## src/design/ddmix_pkg.sv

```systemverilog
// ddmix_pkg: shared types and constants of the drive command mixer
// payload structs for the command and wheel frame beats, register map, fixed widths
// depends on nothing
package ddmix_pkg;

    localparam int SPEED_W    = 16;
    localparam int HEAD_W     = 16;
    localparam int GAIN_W     = 13;
    localparam int STEER_W    = 12;
    localparam int SPIN_W     = 13;
    localparam int PWM_W      = 8;
    localparam int FRAME_W    = 11;
    localparam int CFG_IDX_W  = 3;
    localparam int CFG_DATA_W = 13;
    localparam int MUL_B_W    = 14;
    localparam int SV_W       = SPEED_W + GAIN_W;
    localparam int SUM_W      = HEAD_W + 2;

    localparam logic [CFG_IDX_W-1:0] REG_LEFT_GAIN  = 3'd0;
    localparam logic [CFG_IDX_W-1:0] REG_RIGHT_GAIN = 3'd1;
    localparam logic [CFG_IDX_W-1:0] REG_STEER_GAIN = 3'd2;
    localparam logic [CFG_IDX_W-1:0] REG_VEL_GAIN   = 3'd3;
    localparam logic [CFG_IDX_W-1:0] REG_SPIN_LEVEL = 3'd4;
    localparam logic [CFG_IDX_W-1:0] REG_PWM_MIN    = 3'd5;
    localparam logic [CFG_IDX_W-1:0] REG_PWM_MAX    = 3'd6;
    localparam logic [CFG_IDX_W-1:0] REG_FRAME_TAG  = 3'd7;

    localparam logic [GAIN_W-1:0]  RST_LEFT_GAIN  = 13'd4096;
    localparam logic [GAIN_W-1:0]  RST_RIGHT_GAIN = 13'd4096;
    localparam logic [STEER_W-1:0] RST_STEER_GAIN = 12'd410;
    localparam logic [GAIN_W-1:0]  RST_VEL_GAIN   = 13'd4096;
    localparam logic [SPIN_W-1:0]  RST_SPIN_LEVEL = 13'd410;
    localparam logic [PWM_W-1:0]   RST_PWM_MIN    = 8'd130;
    localparam logic [PWM_W-1:0]   RST_PWM_MAX    = 8'd255;
    localparam logic [FRAME_W-1:0] RST_FRAME_TAG  = 11'd0;

    typedef struct packed {
        logic [SPEED_W-1:0]       speed_val;
        logic signed [HEAD_W-1:0] head_rate;
        logic                     dir_cmd;
        logic                     stop_flag;
    } in_t;

    typedef struct packed {
        logic [FRAME_W-1:0] frame_ident;
        logic [PWM_W-1:0]   right_duty;
        logic               right_dir;
        logic               right_stop;
        logic [PWM_W-1:0]   left_duty;
        logic               left_dir;
        logic               left_stop;
    } out_t;

    typedef struct packed {
        logic [GAIN_W-1:0]  left_gain;
        logic [GAIN_W-1:0]  right_gain;
        logic [STEER_W-1:0] steer_gain;
        logic [GAIN_W-1:0]  vel_gain;
        logic [SPIN_W-1:0]  spin_level;
        logic [PWM_W-1:0]   pwm_min;
        logic [PWM_W-1:0]   pwm_max;
        logic [FRAME_W-1:0] frame_tag;
    } cfg_t;

endpackage

```

## src/design/ddmix_cfg.sv

```systemverilog
// ddmix_cfg: configuration register file of the drive command mixer
// decodes write beats by register index, holds reset values
// depends on ddmix_pkg
module ddmix_cfg (
    input  logic                               clk,
    input  logic                               rst_n,
    input  logic                               cfg_valid,
    output logic                               cfg_ready,
    input  logic [ddmix_pkg::CFG_IDX_W-1:0]    cfg_index,
    input  logic [ddmix_pkg::CFG_DATA_W-1:0]   cfg_data,
    output ddmix_pkg::cfg_t                    regs
);

    ddmix_pkg::cfg_t regs_reg;
    ddmix_pkg::cfg_t regs_next;

    assign cfg_ready = 1'b1;
    assign regs      = regs_reg;

    always_comb
    begin
        regs_next = regs_reg;
        if (cfg_valid)
        begin
            case (cfg_index)
                ddmix_pkg::REG_LEFT_GAIN:
                    regs_next.left_gain  = cfg_data[ddmix_pkg::GAIN_W-1:0];
                ddmix_pkg::REG_RIGHT_GAIN:
                    regs_next.right_gain = cfg_data[ddmix_pkg::GAIN_W-1:0];
                ddmix_pkg::REG_STEER_GAIN:
                    regs_next.steer_gain = cfg_data[ddmix_pkg::STEER_W-1:0];
                ddmix_pkg::REG_VEL_GAIN:
                    regs_next.vel_gain   = cfg_data[ddmix_pkg::GAIN_W-1:0];
                ddmix_pkg::REG_SPIN_LEVEL:
                    regs_next.spin_level = cfg_data[ddmix_pkg::SPIN_W-1:0];
                ddmix_pkg::REG_PWM_MIN:
                    regs_next.pwm_min    = cfg_data[ddmix_pkg::PWM_W-1:0];
                ddmix_pkg::REG_PWM_MAX:
                    regs_next.pwm_max    = cfg_data[ddmix_pkg::PWM_W-1:0];
                ddmix_pkg::REG_FRAME_TAG:
                    regs_next.frame_tag  = cfg_data[ddmix_pkg::FRAME_W-1:0];
                default:
                    regs_next = regs_reg;
            endcase
        end
    end

    always_ff @(posedge clk or negedge rst_n)
    begin
        if (!rst_n)
        begin
            regs_reg.left_gain  <= ddmix_pkg::RST_LEFT_GAIN;
            regs_reg.right_gain <= ddmix_pkg::RST_RIGHT_GAIN;
            regs_reg.steer_gain <= ddmix_pkg::RST_STEER_GAIN;
            regs_reg.vel_gain   <= ddmix_pkg::RST_VEL_GAIN;
            regs_reg.spin_level <= ddmix_pkg::RST_SPIN_LEVEL;
            regs_reg.pwm_min    <= ddmix_pkg::RST_PWM_MIN;
            regs_reg.pwm_max    <= ddmix_pkg::RST_PWM_MAX;
            regs_reg.frame_tag  <= ddmix_pkg::RST_FRAME_TAG;
        end
        else
        begin
            regs_reg <= regs_next;
        end
    end

endmodule

```

## src/design/ddmix_smul.sv

```systemverilog
// ddmix_smul: bit-serial signed multiplier, one multiplier bit per cycle
// multiplier shifts out lsb first, partial product shifts right into a low register
// depends on nothing
module ddmix_smul #(
    parameter int A_W = 38,
    parameter int B_W = 14
) (
    input  logic                    clk,
    input  logic                    rst_n,
    input  logic                    start,
    input  logic signed [A_W-1:0]   a,
    input  logic signed [B_W-1:0]   b,
    output logic                    done,
    output logic signed [A_W+B_W-1:0] prod
);

    localparam int CW = $clog2(B_W);

    logic signed [A_W-1:0] a_reg, a_next;
    logic [B_W-1:0]        b_reg, b_next;
    logic signed [A_W-1:0] hi_reg, hi_next;
    logic [B_W-1:0]        lo_reg, lo_next;
    logic [CW-1:0]         cnt_reg, cnt_next;
    logic                  busy_reg, busy_next;
    logic                  done_reg, done_next;

    logic                  last;
    logic signed [A_W:0]   a_ext;
    logic signed [A_W:0]   addend;
    logic signed [A_W:0]   sum;

    assign last   = (cnt_reg == CW'(B_W - 1));
    assign a_ext  = (A_W + 1)'(a_reg);
    assign addend = b_reg[0] ? (last ? -a_ext : a_ext) : '0;
    assign sum    = (A_W + 1)'(hi_reg) + addend;

    assign done = done_reg;
    assign prod = $signed({hi_reg, lo_reg});

    always_comb
    begin
        a_next    = a_reg;
        b_next    = b_reg;
        hi_next   = hi_reg;
        lo_next   = lo_reg;
        cnt_next  = cnt_reg;
        busy_next = busy_reg;
        done_next = 1'b0;
        if (start)
        begin
            a_next    = a;
            b_next    = b;
            hi_next   = '0;
            lo_next   = '0;
            cnt_next  = '0;
            busy_next = 1'b1;
        end
        else if (busy_reg)
        begin
            // sign bit of the multiplier weighs negative
            hi_next  = sum[A_W:1];
            lo_next  = {sum[0], lo_reg[B_W-1:1]};
            b_next   = b_reg >> 1;
            cnt_next = cnt_reg + CW'(1);
            if (last)
            begin
                busy_next = 1'b0;
                done_next = 1'b1;
            end
        end
    end

    always_ff @(posedge clk or negedge rst_n)
    begin
        if (!rst_n)
        begin
            cnt_reg  <= '0;
            busy_reg <= 1'b0;
            done_reg <= 1'b0;
        end
        else
        begin
            cnt_reg  <= cnt_next;
            busy_reg <= busy_next;
            done_reg <= done_next;
        end
    end

    always_ff @(posedge clk)
    begin
        a_reg  <= a_next;
        b_reg  <= b_next;
        hi_reg <= hi_next;
        lo_reg <= lo_next;
    end

endmodule

```

## src/design/diff_drive_motor_command_mixer_unit.sv

```systemverilog
// diff_drive_motor_command_mixer_unit: top level of the drive command mixer
// sequencer, steering and clamp datapath, output register; uses ddmix_cfg and ddmix_smul
// depends on ddmix_pkg
//
//  channel  signals                                  beat
//  cmd in   in_valid  in_ready  in_data              speed, heading, direction, stop
//  frame    out_valid out_ready out_data             frame id, duty, dir, stop per wheel
//  config   cfg_valid cfg_ready cfg_index cfg_data   one register write
//
// one command at a time; all products go through one 14-step bit-serial multiplier
// moving command: six products from accept to frame valid
// turn or hold in place: four products; repeated command: accepted, no beat
// a finished frame waits in the output register while the next command is taken
// reset clears the last command and heading memory; config registers take reset values
module diff_drive_motor_command_mixer_unit #(
    parameter int FRAC_BITS = 12
) (
    input  logic                                clk,
    input  logic                                rst_n,
    input  logic                                in_valid,
    output logic                                in_ready,
    input  ddmix_pkg::in_t                      in_data,
    output logic                                out_valid,
    input  logic                                out_ready,
    output ddmix_pkg::out_t                     out_data,
    input  logic                                cfg_valid,
    output logic                                cfg_ready,
    input  logic [ddmix_pkg::CFG_IDX_W-1:0]     cfg_index,
    input  logic [ddmix_pkg::CFG_DATA_W-1:0]    cfg_data
);

    localparam int AW = 3 * FRAC_BITS + 2;
    localparam int MB = ddmix_pkg::MUL_B_W;
    localparam int PW = AW + MB;
    localparam int HW = 17 - FRAC_BITS;
    localparam int SUMW = ddmix_pkg::SUM_W;
    localparam int SVW = ddmix_pkg::SV_W;
    localparam int PWMW = ddmix_pkg::PWM_W;

    localparam logic signed [PW-1:0] ONE2 = PW'(1) << (2 * FRAC_BITS);
    localparam logic signed [PW-1:0] ONE3 = PW'(1) << (3 * FRAC_BITS);

    localparam logic [2:0] S_IDLE  = 3'd0;
    localparam logic [2:0] S_SV    = 3'd1;
    localparam logic [2:0] S_STEER = 3'd2;
    localparam logic [2:0] S_LG    = 3'd3;
    localparam logic [2:0] S_LP    = 3'd4;
    localparam logic [2:0] S_RG    = 3'd5;
    localparam logic [2:0] S_RP    = 3'd6;
    localparam logic [2:0] S_DONE  = 3'd7;

    ddmix_pkg::cfg_t cfg;

    logic [2:0]                          state_reg, state_next;
    logic                                go_reg, go_next;
    logic [ddmix_pkg::SPEED_W-1:0]       prev_speed_reg, prev_speed_next;
    logic signed [ddmix_pkg::HEAD_W-1:0] prev_heading_reg, prev_heading_next;
    logic                                prev_dir_reg, prev_dir_next;
    logic                                prev_stop_reg, prev_stop_next;
    logic signed [HW-1:0]                hw_last_reg, hw_last_next;
    logic signed [SUMW-1:0]              sum_reg, sum_next;
    logic [SVW-1:0]                      sv_reg, sv_next;
    logic signed [AW-1:0]                x_l_reg, x_l_next;
    logic signed [AW-1:0]                x_r_reg, x_r_next;
    logic signed [AW-1:0]                v_reg, v_next;
    logic [PWMW-1:0]                     duty_l_reg, duty_l_next;
    logic [PWMW-1:0]                     duty_r_reg, duty_r_next;
    logic                                ldir_reg, ldir_next;
    logic                                rdir_reg, rdir_next;
    logic                                stop_reg, stop_next;
    logic                                out_valid_reg, out_valid_next;
    ddmix_pkg::out_t                     out_data_reg, out_data_next;

    logic                                same_cmd;
    logic signed [16:0]                  head17;
    logic signed [16:0]                  mag17;
    logic signed [16:0]                  quot17;
    logic signed [16:0]                  hw17;
    logic signed [SUMW-1:0]              sum_calc;
    logic signed [AW-1:0]                mul_a;
    logic signed [MB-1:0]                mul_b;
    logic                                mul_done;
    logic signed [PW-1:0]                mul_prod;
    logic signed [8:0]                   span;
    logic signed [PW-1:0]                sv_ext;
    logic signed [PW-1:0]                side_l;
    logic signed [PW-1:0]                side_r;
    logic signed [PW-1:0]                clamp_l;
    logic signed [PW-1:0]                clamp_r;
    logic signed [PW-1:0]                clamp_v;
    logic [PWMW-1:0]                     duty_calc;

    ddmix_cfg u_cfg (
        .clk       (clk),
        .rst_n     (rst_n),
        .cfg_valid (cfg_valid),
        .cfg_ready (cfg_ready),
        .cfg_index (cfg_index),
        .cfg_data  (cfg_data),
        .regs      (cfg)
    );

    ddmix_smul #(
        .A_W (AW),
        .B_W (MB)
    ) u_smul (
        .clk   (clk),
        .rst_n (rst_n),
        .start (go_reg),
        .a     (mul_a),
        .b     (mul_b),
        .done  (mul_done),
        .prod  (mul_prod)
    );

    assign in_ready  = (state_reg == S_IDLE);
    assign out_valid = out_valid_reg;
    assign out_data  = out_data_reg;

    // whole part of the heading, truncated toward zero
    assign head17 = 17'(in_data.head_rate);
    assign mag17  = in_data.head_rate[15] ? -head17 : head17;
    assign quot17 = mag17 >>> FRAC_BITS;
    assign hw17   = in_data.head_rate[15] ? -quot17 : quot17;

    // heading plus its change against the last whole part
    assign sum_calc = (SUMW'(in_data.head_rate) <<< 1)
                    - (SUMW'(hw_last_reg) <<< FRAC_BITS);

    assign same_cmd = (in_data.speed_val == prev_speed_reg)
                   && (in_data.head_rate == prev_heading_reg)
                   && (in_data.dir_cmd == prev_dir_reg)
                   && (in_data.stop_flag == prev_stop_reg);

    assign span = $signed({1'b0, cfg.pwm_max}) - $signed({1'b0, cfg.pwm_min});

    always_comb
    begin
        case (state_reg)
            S_SV:
            begin
                mul_a = $signed(AW'(prev_speed_reg));
                mul_b = $signed(MB'(cfg.vel_gain));
            end
            S_STEER:
            begin
                mul_a = AW'(sum_reg);
                mul_b = $signed(MB'(cfg.steer_gain));
            end
            S_LG:
            begin
                mul_a = x_l_reg;
                mul_b = $signed(MB'(cfg.left_gain));
            end
            S_RG:
            begin
                mul_a = x_r_reg;
                mul_b = $signed(MB'(cfg.right_gain));
            end
            S_LP, S_RP:
            begin
                mul_a = v_reg;
                mul_b = MB'(span);
            end
            default:
            begin
                mul_a = '0;
                mul_b = '0;
            end
        endcase
    end

    // side drive clamped to [0, 1] in q.2f, wheel value clamped at 1 in q.3f
    assign sv_ext  = $signed(PW'(sv_reg));
    assign side_l  = sv_ext + mul_prod;
    assign side_r  = sv_ext - mul_prod;
    assign clamp_l = (side_l < 0) ? '0 : ((side_l > ONE2) ? ONE2 : side_l);
    assign clamp_r = (side_r < 0) ? '0 : ((side_r > ONE2) ? ONE2 : side_r);
    assign clamp_v = (mul_prod > ONE3) ? ONE3 : mul_prod;
    assign duty_calc = PWMW'(cfg.pwm_min + mul_prod[3*FRAC_BITS +: PWMW]);

    always_comb
    begin
        state_next        = state_reg;
        go_next           = 1'b0;
        prev_speed_next   = prev_speed_reg;
        prev_heading_next = prev_heading_reg;
        prev_dir_next     = prev_dir_reg;
        prev_stop_next    = prev_stop_reg;
        hw_last_next      = hw_last_reg;
        sum_next          = sum_reg;
        sv_next           = sv_reg;
        x_l_next          = x_l_reg;
        x_r_next          = x_r_reg;
        v_next            = v_reg;
        duty_l_next       = duty_l_reg;
        duty_r_next       = duty_r_reg;
        ldir_next         = ldir_reg;
        rdir_next         = rdir_reg;
        stop_next         = stop_reg;
        out_data_next     = out_data_reg;
        out_valid_next    = out_valid_reg;

        if (out_valid_reg && out_ready)
        begin
            out_valid_next = 1'b0;
        end

        case (state_reg)
            S_IDLE:
            begin
                if (in_valid && !same_cmd)
                begin
                    prev_speed_next   = in_data.speed_val;
                    prev_heading_next = in_data.head_rate;
                    prev_dir_next     = in_data.dir_cmd;
                    prev_stop_next    = in_data.stop_flag;
                    stop_next         = in_data.stop_flag;
                    go_next           = 1'b1;
                    if (in_data.speed_val == '0)
                    begin
                        if (in_data.head_rate != '0)
                        begin
                            // turning in place
                            x_l_next  = $signed(AW'(cfg.spin_level) << FRAC_BITS);
                            x_r_next  = $signed(AW'(cfg.spin_level) << FRAC_BITS);
                            ldir_next = in_data.head_rate[15];
                            rdir_next = !in_data.head_rate[15];
                        end
                        else
                        begin
                            x_l_next  = '0;
                            x_r_next  = '0;
                            ldir_next = in_data.dir_cmd;
                            rdir_next = in_data.dir_cmd;
                        end
                        state_next = S_LG;
                    end
                    else
                    begin
                        sum_next     = sum_calc;
                        hw_last_next = hw17[HW-1:0];
                        ldir_next    = in_data.dir_cmd;
                        rdir_next    = in_data.dir_cmd;
                        state_next   = S_SV;
                    end
                end
            end
            S_SV:
            begin
                if (mul_done)
                begin
                    sv_next    = mul_prod[SVW-1:0];
                    go_next    = 1'b1;
                    state_next = S_STEER;
                end
            end
            S_STEER:
            begin
                if (mul_done)
                begin
                    x_l_next   = clamp_l[AW-1:0];
                    x_r_next   = clamp_r[AW-1:0];
                    go_next    = 1'b1;
                    state_next = S_LG;
                end
            end
            S_LG:
            begin
                if (mul_done)
                begin
                    v_next     = clamp_v[AW-1:0];
                    go_next    = 1'b1;
                    state_next = S_LP;
                end
            end
            S_LP:
            begin
                if (mul_done)
                begin
                    duty_l_next = duty_calc;
                    go_next     = 1'b1;
                    state_next  = S_RG;
                end
            end
            S_RG:
            begin
                if (mul_done)
                begin
                    v_next     = clamp_v[AW-1:0];
                    go_next    = 1'b1;
                    state_next = S_RP;
                end
            end
            S_RP:
            begin
                if (mul_done)
                begin
                    duty_r_next = duty_calc;
                    state_next  = S_DONE;
                end
            end
            S_DONE:
            begin
                if (!out_valid_reg || out_ready)
                begin
                    out_data_next.frame_ident = cfg.frame_tag;
                    out_data_next.right_duty  = duty_r_reg;
                    out_data_next.right_dir   = rdir_reg;
                    out_data_next.right_stop  = stop_reg;
                    out_data_next.left_duty   = duty_l_reg;
                    out_data_next.left_dir    = ldir_reg;
                    out_data_next.left_stop   = stop_reg;
                    out_valid_next            = 1'b1;
                    state_next                = S_IDLE;
                end
            end
            default:
            begin
                state_next = S_IDLE;
            end
        endcase
    end

    always_ff @(posedge clk or negedge rst_n)
    begin
        if (!rst_n)
        begin
            state_reg        <= S_IDLE;
            go_reg           <= 1'b0;
            prev_speed_reg   <= '0;
            prev_heading_reg <= '0;
            prev_dir_reg     <= 1'b0;
            prev_stop_reg    <= 1'b0;
            hw_last_reg      <= '0;
            out_valid_reg    <= 1'b0;
        end
        else
        begin
            state_reg        <= state_next;
            go_reg           <= go_next;
            prev_speed_reg   <= prev_speed_next;
            prev_heading_reg <= prev_heading_next;
            prev_dir_reg     <= prev_dir_next;
            prev_stop_reg    <= prev_stop_next;
            hw_last_reg      <= hw_last_next;
            out_valid_reg    <= out_valid_next;
        end
    end

    always_ff @(posedge clk)
    begin
        sum_reg      <= sum_next;
        sv_reg       <= sv_next;
        x_l_reg      <= x_l_next;
        x_r_reg      <= x_r_next;
        v_reg        <= v_next;
        duty_l_reg   <= duty_l_next;
        duty_r_reg   <= duty_r_next;
        ldir_reg     <= ldir_next;
        rdir_reg     <= rdir_next;
        stop_reg     <= stop_next;
        out_data_reg <= out_data_next;
    end

endmodule

```

## config.mk

```make
export PLATFORM = sky130hd
export DESIGN_NAME = diff_drive_motor_command_mixer_unit
export DESIGN_NICKNAME = d
export VERILOG_FILES = /design/src/design/ddmix_pkg.sv /design/src/design/ddmix_cfg.sv /design/src/design/ddmix_smul.sv /design/src/design/diff_drive_motor_command_mixer_unit.sv
export SDC_FILE = /design/constraint.sdc
export NUM_CORES = 1
export LEC_CHECK = 0
export BUFFER_PORTS_ARGS = -buffer_cell sky130_fd_sc_hd__buf_4
export CORE_MARGIN = 4
export CORE_UTILIZATION = 55
export DETAILED_ROUTE_END_ITERATION = 10
export GPL_TIMING_DRIVEN = 0
export PLACE_DENSITY_LB_ADDON = 0.25
export SETUP_SLACK_MARGIN = 0.02
export SYNTH_ARGS = -nofsm -noshare
export SYNTH_HDL_FRONTEND = slang
export SYNTH_SLANG_ARGS = --single-unit
```

## constraint.sdc

```tcl
create_clock -name clk -period 29.4 [get_ports clk]
set_clock_uncertainty 0.05 [all_clocks]
set_input_delay 2.94 -clock clk [delete_from_list [all_inputs] [get_ports clk]]
set_output_delay 2.94 -clock clk [all_outputs]
set_load 0.02 [all_outputs]
```

==> summary.md <==
| Metric | Value |
|---|---|
| N_diodes | `0` |
| Die height | `230 um` |
| Routed vias/inst | `6.22` |
| Data required, critical path | `29.85 ns` |
| Initial antenna violation count | `0` |
| Drt first pass iters | `8` |
| Worst R2R Start | `u_smul.a_reg[2]` |
| R2R Setup Slk | `22.99 ns` |
| Total number of vias | `22.5k` |
| Final Critical Period | `6.41 ns` |
| Vias in the first global route | `22.1k` |
| Final hold violation count | `0` |
| Critical path class | `register to register` |
| Fraction of power consumed by sequential logic | `49.1%` |
| Setup WS post-layout | `22.99 ns` |
| R2R cell count | `19` |
| Yosys warns | `0` |
| Min-Delay Endpoint | `out_data[18]` |
| Core area | `48800 um^2` |
| Status | `finished, final reports clean` |
| Psw | `0.405 mW` |
| Hold Path Stages | `0` |
| MaxCap Viol Count | `0` |
| Final Max Tran Viols | `0` |
| Remaining Overflow, GRT | `0` |
| Cell with the most instances after synthesis | `nand2_1` |
| Worst-skew pair later-pin latency | `0.59 ns` |
| Post-synth top area share | `28.9%` |
| CTS root buffer | `clkbuf_16` |
| CP arrival | `6.86 ns` |
| Drt wl/cell | `23.2 um` |
| Hold path startpoint | `duty_r_reg[6]` |
| Port bufs | `85` |
| Total setup buffers inserted after CTS | `0` |
| Post-Syn Instances | `2737` |
| Post-synth EDFFs | `261` |
| Setup_tns | `0 ns` |
| H-tree Lvls | `2` |
| CTS clk-pin slew, worst paths | `0.06 ns` |
| Total Nets Final | `3095` |
| Power Density | `52.0 nW/um^2` |
| Library cells used by synthesis | `92` |
| Comb power frac | `13.6%` |
| Worst slew pin tran | `1.29 ns` |
| Type of origin of the critical path | `register` |
| Dpl hpwl | `65400 um` |
| Post-layout util | `62.1%` |
| CTS Hold Bufs | `0` |
| Routed wire length | `83900 um` |
| Avg Inst Size Synth | `9.91 um^2` |
| Largest net degree at the start of global routing | `75` |
| TritonCTS clock tree | `done` |
| Io pins | `89` |
| Largest register FFs | `91` |
| Seq/Total Area, Yosys | `45.9%` |
| GRT Util Overall | `30.9%` |
| Post-CTS sizing | `0` |
| Layout cell share with drive strength beyond 1 | `12.2%` |
| Dpl ws | `22.81 ns` |
| First-pass GRT wire length | `128000 um` |
| Max_slew headroom | `13.2%` |
| Largest fanout on the critical path | `6` |
| RSZ-0062 raised after global routing | `false` |
| Max Freq | `156 MHz` |
| Clk network pwr share | `37.4%` |
| Sw Ratio | `25.7%` |
| Commonest cells post-synth | `nand2_1 (287), edfxtp_1 (261), nor2_1 (229)` |
| Largest cells by area after synthesis | `edfxtp_1 (29%), dfrtp_1 (11%), ha_1 (5.7%)` |
| Site row count | `81` |
| Clock Sinks | `454` |
| Area leader, netlist | `edfxtp_1` |
| Fillers | `4106` |
| TritonCTS buffer count | `48` |
| Drt initial violations | `2257` |
| Post-route ant nets | `0` |
| Type of the worst min-delay path | `register to register` |
| Die X | `230 um` |
| Leakage dissipation | `12.4 nW` |
| Internal power | `1.17 mW` |
| Mapped cell area | `27100 um^2` |
| Initial Utilization | `55.5%` |
| Die ar. | `52900 um^2` |
| Reg2reg end | `u_smul.hi_reg[37]` |
| Setup Viol. Count Final | `0` |
| Area of the multi-input gates | `13800 um^2` |
| Clock Path Buffers | `3` |
| Period utilization | `21.8%` |
| Seq cells post-synth | `454` |
| Peak VDD IR | `0.0478 mV` |
| Routability cong. | `0.974` |
| CP Capture Type | `register` |
| Fraction of registers with async set/reset | `31.1%` |
| DRC | `0` |
| Register area | `12400 um^2` |
| Predominant post-synthesis flop cell | `edfxtp_1` |
| Area growth, synth to finish | `11.9%` |
cell families after synthesis:
family / count (synthesis) / synth area share [%]
AO/OA/AOI/OAI: 597 / 14.8
XOR/XNOR: 182 / 5.88
adder cells (fa/ha/maj): 130 / 6.16
buffers and inverters: 258 / 3.75
flip-flops: 454 / 45.9
multiplexers: 156 / 6.24
other: 2 / 0.0277
AND/OR/NAND/NOR: 958 / 17.3
cell usage in the layout (no fill, tap or decap), types with 37 or more instances in the layout:
master	netlist	final
nor2b_1	37	37
xnor2_1	130	130
clkbuf_1	105	122
and2_1	44	43
a21oi_1	137	137
clkbuf_16	0	49
mux2_2	105	105
dfxtp_1	52	52
buf_4	3	93
inv_1	121	121
dfrtp_1	118	117
mux2i_1	51	51
nand3_1	85	85
nand4_1	41	41
ha_1	124	124
nand2_1	287	287
a21o_1	42	42
nor2_1	229	227
edfxtp_1	261	261
nor4_1	46	46
xor2_1	52	52
a22oi_1	50	50
nor3_1	43	43
o21ai_0	112	112
per-layer routing:
metal | global-route usage (%) | wire (um) | up-vias
met3 | 6.55 | 7590 | 226
li1 | - | - | 10300
met4 | 14.0 | 4240 | 0
met1 | 40.9 | 33900 | 10900
met5 | 0 | 0 | -
met2 | 49.1 | 38200 | 1084
final cells by class:
cell class | instances | area share (%)
well taps | 664 | 2.74
multi-input cells | 2050 | 45.4
inverters | 121 | 1.50
clock inverters | 19 | 0.557
flip-flops and latches | 454 | 41.0
plain buffers | 137 | 1.85
repair buffers | 98 | 2.55
clock buffers | 70 | 4.43
per-stage QoR:
step / power, mW / hold slack (ns) / cells / instance area (um^2)
6_report: 1.58 / 0.366 / 3613 / 30400
2_1_floorplan: 0.927 / 0.350 / 2762 / 27200
4_1_cts: 1.58 / 0.368 / 3612 / 30300
3_3_place_gp: 0.981 / 0.356 / 3511 / 28700
5_1_grt: 1.64 / 0.372 / 3613 / 30400
3_5_place_dp: 0.994 / 0.355 / 3523 / 28800
power groups by stage:
stage / sequential, mW / combinational, mW / clock, mW
global placement: 0.782 / 0.200 / 0
floorplan: 0.772 / 0.155 / 0
CTS: 0.773 / 0.211 / 0.593
detailed placement: 0.785 / 0.208 / 0
global route: 0.779 / 0.236 / 0.623
finish: 0.774 / 0.214 / 0.589
worst max-delay path: stages (launching register included):
cell and delay [ns]:
edfxtp_1 0.46, or3_1 0.42, or4_1 0.48, nand2b_1 0.22, nor4_1 1.05, o21ai_0 0.16, a21boi_0 0.23, ha_1 0.33
nand2_1 0.10, nor2_1 0.04, a2111oi_0 0.37, a22oi_1 0.21, o21ai_0 0.50, o21ai_0 0.40, a31oi_1 0.28, a21oi_1 0.14
a2111oi_0 0.38, o21ai_0 0.16, a21o_1 0.22, a21oi_1 0.10
worst max-delay path by stage:
stage | startpoint | to | cells after the start
after floorplan | in_data[16] | x_l_reg[0] | 8
after global routing | u_smul.a_reg[2] | u_smul.hi_reg[37] | 19
after global placement | in_data[16] | x_l_reg[35] | 9
final | u_smul.a_reg[2] | u_smul.hi_reg[37] | 19
after detailed placement | in_data[16] | x_l_reg[32] | 16
after CTS | u_smul.lo_reg[0] | x_l_reg[22] | 16
Power figures use the tool's default switching activity.
